<file path="src/rtl/octpart_pkg.sv">
package octpart_pkg;

    // Fixed field widths
    localparam int COORD_W  = 32;
    localparam int SLOT_W   = 17;
    localparam int CNT_W    = 6;
    localparam int LIMIT_W  = 6;
    localparam int BASE_W   = 16;
    localparam int RADIUS_W = 31;
    localparam int OCT_W    = 3;
    localparam int NUM_OCT  = 8;
    localparam int CFG_IDX_W = 3;

    // Configuration register indexes
    localparam logic [CFG_IDX_W-1:0] CFG_CENTER_X   = 3'd0;
    localparam logic [CFG_IDX_W-1:0] CFG_CENTER_Y   = 3'd1;
    localparam logic [CFG_IDX_W-1:0] CFG_CENTER_Z   = 3'd2;
    localparam logic [CFG_IDX_W-1:0] CFG_RADIUS     = 3'd3;
    localparam logic [CFG_IDX_W-1:0] CFG_LEAF_LIMIT = 3'd4;
    localparam logic [CFG_IDX_W-1:0] CFG_BASE_INDEX = 3'd5;

    // Result kinds
    localparam logic KIND_POINT = 1'b0;
    localparam logic KIND_DESC  = 1'b1;

    // Controller states
    typedef enum logic [2:0] {
        ST_LOAD,
        ST_SETUP,
        ST_PSCAN,
        ST_READ,
        ST_EMIT,
        ST_DSCAN
    } t_state;

    // Controller to datapath commands
    typedef struct packed {
        logic in_ready;
        logic load;
        logic leaf_start;
        logic split_start;
        logic grp_start;
        logic oct_inc;
        logic desc_init;
        logic rd;
        logic emit_pt;
        logic emit_desc;
        logic clear;
    } t_cmd;

    // Datapath to controller status
    typedef struct packed {
        logic in_valid;
        logic in_last;
        logic leaf_node;
        logic leaf_run;
        logic oct_end;
        logic cnt_nz;
        logic rem_one;
        logic out_free;
        logic desc_last;
    } t_status;

endpackage

</file>
<file path="src/rtl/octpart_ctrl.sv">
module octpart_ctrl (
    input  logic                 i_clk,
    input  logic                 i_rst_n,
    input  octpart_pkg::t_status i_st,
    output octpart_pkg::t_cmd    o_cmd
);

    octpart_pkg::t_state r_state;
    octpart_pkg::t_state n_state;

    // State register
    always_ff @(posedge i_clk) begin
        if (!i_rst_n) begin
            r_state <= octpart_pkg::ST_LOAD;
        end else begin
            r_state <= n_state;
        end
    end

    // Next state
    always_comb begin
        n_state = r_state;
        case (r_state)
            octpart_pkg::ST_LOAD: begin
                if (i_st.in_valid && i_st.in_last) begin
                    n_state = octpart_pkg::ST_SETUP;
                end
            end
            octpart_pkg::ST_SETUP: begin
                n_state = i_st.leaf_node ? octpart_pkg::ST_READ : octpart_pkg::ST_PSCAN;
            end
            octpart_pkg::ST_PSCAN: begin
                if (i_st.oct_end) begin
                    n_state = octpart_pkg::ST_DSCAN;
                end else if (i_st.cnt_nz) begin
                    n_state = octpart_pkg::ST_READ;
                end
            end
            octpart_pkg::ST_READ: begin
                n_state = octpart_pkg::ST_EMIT;
            end
            octpart_pkg::ST_EMIT: begin
                if (i_st.out_free) begin
                    if (!i_st.rem_one) begin
                        n_state = octpart_pkg::ST_READ;
                    end else if (i_st.leaf_run) begin
                        n_state = octpart_pkg::ST_LOAD;
                    end else begin
                        n_state = octpart_pkg::ST_PSCAN;
                    end
                end
            end
            octpart_pkg::ST_DSCAN: begin
                if (i_st.cnt_nz && i_st.out_free && i_st.desc_last) begin
                    n_state = octpart_pkg::ST_LOAD;
                end
            end
            default: begin
                n_state = octpart_pkg::ST_LOAD;
            end
        endcase
    end

    // Command decode
    always_comb begin
        o_cmd = '0;
        case (r_state)
            octpart_pkg::ST_LOAD: begin
                o_cmd.in_ready = 1'b1;
                o_cmd.load     = i_st.in_valid;
            end
            octpart_pkg::ST_SETUP: begin
                o_cmd.leaf_start  = i_st.leaf_node;
                o_cmd.split_start = !i_st.leaf_node;
            end
            octpart_pkg::ST_PSCAN: begin
                if (i_st.oct_end) begin
                    o_cmd.desc_init = 1'b1;
                end else if (i_st.cnt_nz) begin
                    o_cmd.grp_start = 1'b1;
                end else begin
                    o_cmd.oct_inc = 1'b1;
                end
            end
            octpart_pkg::ST_READ: begin
                o_cmd.rd = 1'b1;
            end
            octpart_pkg::ST_EMIT: begin
                if (i_st.out_free) begin
                    o_cmd.emit_pt = 1'b1;
                    if (i_st.rem_one) begin
                        o_cmd.clear   = i_st.leaf_run;
                        o_cmd.oct_inc = !i_st.leaf_run;
                    end
                end
            end
            octpart_pkg::ST_DSCAN: begin
                if (!i_st.cnt_nz) begin
                    o_cmd.oct_inc = 1'b1;
                end else if (i_st.out_free) begin
                    o_cmd.emit_desc = 1'b1;
                    o_cmd.oct_inc   = 1'b1;
                    o_cmd.clear     = i_st.desc_last;
                end
            end
            default: begin
                o_cmd = '0;
            end
        endcase
    end

endmodule

</file>
<file path="config.mk">
export PLATFORM = sky130hd
export DESIGN_NAME = octpart_ctrl
export DESIGN_NICKNAME = d
export VERILOG_FILES = /design/src/rtl/octpart_pkg.sv /design/src/rtl/octpart_ctrl.sv
export SDC_FILE = /design/constraint.sdc
export NUM_CORES = 1
export LEC_CHECK = 0
export ABC_AREA = 1
export BUFFER_PORTS_ARGS = -buffer_cell sky130_fd_sc_hd__buf_4
export CAP_MARGIN = 0
export CELL_PAD_IN_SITES_DETAIL_PLACEMENT = 0
export CELL_PAD_IN_SITES_GLOBAL_PLACEMENT = 1
export CORE_MARGIN = 5
export CORE_UTILIZATION = 25
export DETAILED_ROUTE_END_ITERATION = 7
export PLACE_DENSITY = 0.85
export SKIP_LAST_GASP = 1
export SLEW_MARGIN = 5
export SYNTH_ARGS = -nofsm -noshare
export SYNTH_HDL_FRONTEND = slang
export SYNTH_SLANG_ARGS = --single-unit
</file>
<file path="constraint.sdc">
create_clock -name i_clk -period 3.4 [get_ports i_clk]
set_clock_uncertainty 0.1 [all_clocks]
set_input_delay 0.68 -clock i_clk [delete_from_list [all_inputs] [get_ports i_clk]]
set_output_delay 0.68 -clock i_clk [all_outputs]
set_load 0.05 [all_outputs]
</file>
==> results.json, run 1 <==
{
  "clockBufferDepth": 2,
  "clock_sinks": 3,
  "worst_slew_pin_slew_ns": 0.337,
  "top_register": "r_state",
  "gp_congestion": 0.750,
  "drtAntennaViolNets": 0,
  "fp.dieH_um": 47.1,
  "finalCriticalPeriod_ns": 2.22,
  "clockRootBuffer": "clkbuf_4",
  "crit_type": "reg2out",
  "cts_max_level": 1,
  "hold_slack_ns": 0.452,
  "seq_power_share_pct": 17.2,
  "area_growth_syn_to_layout_pct": 55.6,
  "dr.pass1.iters": 4,
  "power_switching_mw": 0.211,
  "antenna_cells": 0,
  "ctsResizeCount": 0,
  "num_vias": 471,
  "drive_gt1_share_pct": 34.1,
  "grt_max_degree": 10,
  "worst-path-buf-inv": 3,
  "timing.final.hold_violations": 0,
  "initialDrtViolationCount": 7,
  "grt_usage_pct": 10.3,
  "portBuffers": 21,
  "highest_layer": "met3",
  "cp-start-kind": "register",
  "wl_um": 953,
  "route.detailed.drc": 0,
  "worst_setup_path_end_kind": "primary output",
  "numCtsBuffers": 3,
  "synth_area_um2": 344,
  "final_nets": 100,
  "stdcell_count": 103,
  "rsz0062_at_grt": "false",
  "ys_warn_count": 0,
  "cp_cell_sequence": "inv_1 -> nor2_1 -> inv_1 -> nor3_1 -> buf_4",
  "min_path_type": "reg2reg",
  "tns_ns": 0,
  "grt_pass1_wl_um": 1650,
  "synth_edf_count": 0,
  "cp_slowest_cell": "dfxtp_1",
  "worstSkewPairLatency_ns": 0.23,
  "vdd_ir_drop_max_mv": 0.286,
  "die_w_um": 47.1,
  "place_hpwl_um": 835,
  "required_ns": 2.62,
  "drv_cap": 0,
  "dpl.cell_count": 99,
  "met1Wirelength_um": 377,
  "setup_viol_count_final": 0,
  "avgSynthCellArea_um2": 5.38,
  "top_regs": "r_state: 3 flops",
  "start_util_pct": 26.4,
  "cts.clk_slew.worst_paths_ns": 0.04,
  "cp_common_cell": "inv_1",
  "cpPeakStageDelay_ns": 0.51,
  "dr_wl_met3_um": 67,
  "relSlewSlack_pct": 77.5,
  "wl_per_cell_um": 9.25,
  "synth.largest_area_cell": "dfxtp_1",
  "ys.flop_type": "dfxtp_1",
  "core_mm2": 0.00130,
  "pwr-share-clk_pct": 16.1,
  "via_per_inst": 4.57,
  "grt.overflow.total": 0,
  "p_comb_share_pct": 66.8,
  "hold_buffers": 0,
  "ys_seq_area_share_pct": 17.5,
  "crit_arrival_ns": 1.44,
  "ioPinCount": 22,
  "synthCells": 64,
  "synth_most_common_cell": "nor2_1",
  "power.density_mw_per_mm2": 717,
  "cts_tree": "yes",
  "period_share_pct": 65.3,
  "synth_cell_types": 16,
  "crit_family": "flip-flops",
  "p_int_mw": 0.172,
  "wl_met2_um": 508,
  "cp_max_fo": 9,
  "synth_top_area_share_pct": 17.5,
  "max_freq_mhz": 451,
  "synth_common_cells": "13 x nor2_1, 12 x nand2_1, 11 x nand3_1",
  "num_rows": 13,
  "dieArea_mm2": 0.00222,
  "syn_nets": 75,
  "grt_pass1_vias": 449,
  "post-cts-setup-buffers": 0,
  "antenna_found_initial": 0,
  "ys_top_cells_by_area": "dfxtp_1 17%, nand3_1 16%, nor2_1 14%",
  "slew_violations": 0,
  "postSynth.asyncResetShare_pct": 0,
  "largest_register_ffs": 3,
  "switching_share_pct": 55.1,
  "yosys_register_bits": 3,
  "p_leak_nw": 0.304,
  "status": "completed"
}
==> stage by stage <==
| step | power (mW) | util [%] | instance area, um^2 | worst slack (ns) |
|---|---|---|---|---|
| floorplan | 0.264 | - | 344 | 0.520 |
| global placement | 0.327 | 39.1 | 509 | 1.21 |
| detailed placement | 0.327 | 39.1 | 509 | 1.17 |
| CTS | 0.391 | 41.2 | 536 | 1.16 |
| global route | 0.422 | 41.2 | 536 | 1.06 |
| finish | 0.384 | 41.2 | 536 | 1.18 |
==> tightest hold or removal path: cells and delay by family (launching register included) <==
kind,cells,cell delay [ns]
flip-flops,1,0.35
AND/OR/NAND/NOR,2,0.16
==> worst paths after layout <==
path,start,end,slack [ns],cells past startpoint
hold / removal,r_state[2]$_SDFFE_PN0P_,r_state[2]$_SDFFE_PN0P_,0.45,2
setup / recovery,r_state[0]$_SDFFE_PN0P_,o_cmd[1],1.18,5
hold reg to reg,r_state[2]$_SDFFE_PN0P_,r_state[2]$_SDFFE_PN0P_,0.45,2
setup reg to reg,r_state[0]$_SDFFE_PN0P_,r_state[1]$_SDFFE_PN0P_,2.00,6
==> cells in the final DEF (no fill, tap or decap) <==
master and instances:
o21ai_0 2, nor2_1 13, buf_4 21, dfxtp_1 3, inv_2 2, nand3_1 11
a21oi_1 1, nor3b_2 1, o21ai_1 1, nor3_2 1, inv_1 10, nand4_1 2
nor2_2 2, nor2b_1 1, nor3_1 1, clkbuf_1 1, clkbuf_4 3, nand2_1 12
==> area by class of cell <==
type / count / area (um^2)
repair buffers: 21 / 158
fillers: 159 / 766
inverters: 12 / 45.0
well taps: 15 / 18.8
clock buffers: 4 / 26.3
flip-flops and latches: 3 / 60.1
multi-input cells: 48 / 228
==> cell families (layout without fill, tap and decap cells) <==
group,after synthesis,count (layout),synth area share (%)
compound gates,4,4,5.82
buf+inv,13,37,16.4
flops,3,3,17.5
simple gates,44,44,60.4
==> layer usage <==
metal	track usage, %	vias to the layer above
met1	11.4	208
met2	18.2	13
met3	3.83	0
met4	3.31	0
li1	-	250
met5	0	-
==> power groups by stage <==
stage	logic (mW)	clock network, mW	registers [mW]
4_1_cts	0.260	0.0637	0.0663
3_5_place_dp	0.260	0	0.0670
3_3_place_gp	0.260	0	0.0672
6_report	0.256	0.0616	0.0660
5_1_grt	0.286	0.0673	0.0688
2_1_floorplan	0.209	0	0.0554
No activity file was read; power rests on OpenSTA's default activity.
==> run 2: changes to the inputs <==
- CORE_UTILIZATION: 25 -> 23
- PLACE_DENSITY: 0.85 -> 0.8
- clock period: 3.4 -> 2.15 ns (I/O delays scaled with it)
==> results.json, run 2 (synthesized netlist as in run 1, its figures left out) <==
{
  "rsz0062_at_grt": "false",
  "layout_commonest_cell": "buf_4",
  "power.density_mw_per_mm2": 1130,
  "worstHoldStart": "i_rst_n",
  "num_rows": 14,
  "seq_power_share_pct": 17.0,
  "max_freq_mhz": 511,
  "gp_congestion": 0.807,
  "antenna_found_initial": 0,
  "top_register": "r_state",
  "cts_tree": "yes",
  "ioPinCount": 22,
  "via_per_inst": 4.34,
  "largest_register_ffs": 3,
  "grt.overflow.total": 0,
  "dieArea_mm2": 0.00237,
  "finalCriticalPeriod_ns": 1.96,
  "timing.rr.start": "r_state[0]$_SDFFE_PN0P_",
  "worstSkewPairLatency_ns": 0.23,
  "p_comb_share_pct": 67.0,
  "drv_cap": 0,
  "p_leak_nw": 0.305,
  "drive_gt1_share_pct": 35.2,
  "tns_ns": 0,
  "dr.pass1.iters": 4,
  "pre_cts_ws_ns": 0.412,
  "pwr-share-clk_pct": 16.0,
  "ctsResizeCount": 0,
  "clock_sinks": 3,
  "drtAntennaViolNets": 0,
  "fill_cells": 165,
  "final_area_um2": 548,
  "cp_common_cell": "inv_1",
  "clockRootBuffer": "clkbuf_4",
  "initialDrtViolationCount": 4,
  "grt_max_degree": 10,
  "core_mm2": 0.00145,
  "cp_slowest_cell": "dfxtp_1",
  "area_growth_syn_to_layout_pct": 59.3,
  "antenna_cells": 0,
  "fp.dieH_um": 48.7,
  "place_hpwl_um": 860,
  "clockBufferDepth": 2,
  "cts.clk_slew.worst_paths_ns": 0.04,
  "crit_family": "flip-flops",
  "vdd_ir_drop_max_mv": 0.281,
  "cpPeakStageDelay_ns": 0.52,
  "crit_type": "reg2out",
  "cts_max_level": 1,
  "grt_pass1_vias": 448,
  "most-common-layout-cells": "21 x buf_4, 13 x nor2_1, 12 x nand2_1, 11 x nand3_1, 10 x inv_1",
  "num_vias": 451,
  "top_regs": "r_state: 3 flops",
  "slew_violations": 0,
  "min_path_type": "in2reg",
  "timing.final.hold_violations": 0,
  "worst_slew_pin_slew_ns": 0.347,
  "wl_um": 1000,
  "cp-startpoint": "r_state[0]$_SDFFE_PN0P_",
  "p_total_mw": 0.617,
  "cp_cell_sequence": "inv_1 -> nor2_1 -> inv_1 -> o21ai_1 -> buf_4",
  "cp-start-kind": "register",
  "period_share_pct": 91.0,
  "setup_viol_count_final": 0,
  "numCtsBuffers": 3,
  "die_w_um": 48.7,
  "status": "completed",
  "wl_per_cell_um": 9.63,
  "place_area_um2": 522,
  "worst-path-buf-inv": 3,
  "required_ns": 1.62,
  "relSlewSlack_pct": 76.8,
  "worst_setup_path_end_kind": "primary output",
  "route.detailed.drc": 0,
  "grt_pass1_wl_um": 1750,
  "start_util_pct": 23.7,
  "crit_arrival_ns": 1.43,
  "worst_slack_ns": 0.193,
  "p_int_mw": 0.274,
  "switching_share_pct": 55.6,
  "hold_buffers": 0,
  "portBuffers": 21,
  "cp_max_fo": 9,
  "post-cts-setup-buffers": 0,
  "grt_usage_pct": 8.99,
  "final_nets": 100,
  "power_switching_mw": 0.343
}
-- run 2: metal layers --
metal / GRT usage, % / share of wire [%]
met1: 10.2 / 42
met2: 15.2 / 53
met3: 1.84 / 5.5
met4: 5.38 / 0
met5: 0 / 0
-- run 2: path summary, 6_finish.rpt --
check	end	depth (start not counted)	slack, ns
max reg2reg	r_state[1]$_SDFFE_PN0P_	6	0.71
min	r_state[0]$_SDFFE_PN0P_	3	0.34
max	o_cmd[0]	5	0.19
min reg2reg	r_state[2]$_SDFFE_PN0P_	2	0.46
-- run 2: final cells by class --
class / instances / area (um^2) / area share, %
Timing Repair Buffer: 21 / 158 / 28.8
Tap cell: 16 / 20.0 / 3.65
Inverter: 12 / 45.0 / 8.22
Clock buffer: 4 / 26.3 / 4.79
Multi-Input combinational cell: 48 / 239 / 43.6
Sequential cell: 3 / 60.1 / 11.0
-- run 2: power by group through the flow --
stage,combinational [mW],clock (mW),sequential [mW]
finish,0.413,0.0985,0.105
global route,0.457,0.109,0.110
CTS,0.416,0.101,0.105
detailed placement,0.414,0,0.106
global placement,0.416,0,0.106
floorplan,0.336,0,0.0877
-- run 2: worst register-to-register path, stage by stage (launching register included) --
cell	delay, ns
dfxtp_1	0.52
nor2_1	0.13
nand3_1	0.11
nand2_1	0.08
nor2_2	0.17
nor2b_1	0.18
nor2_2	0.04
-- run 2: stage by stage --
step	utilization (%)	cells	hold WS (ns)
final	37.7	104	0.339
after CTS	37.7	104	0.335
after global routing	37.7	104	0.350
after detailed placement	35.9	100	0.451
after floorplan	-	64	0.413
after global placement	35.9	100	0.447
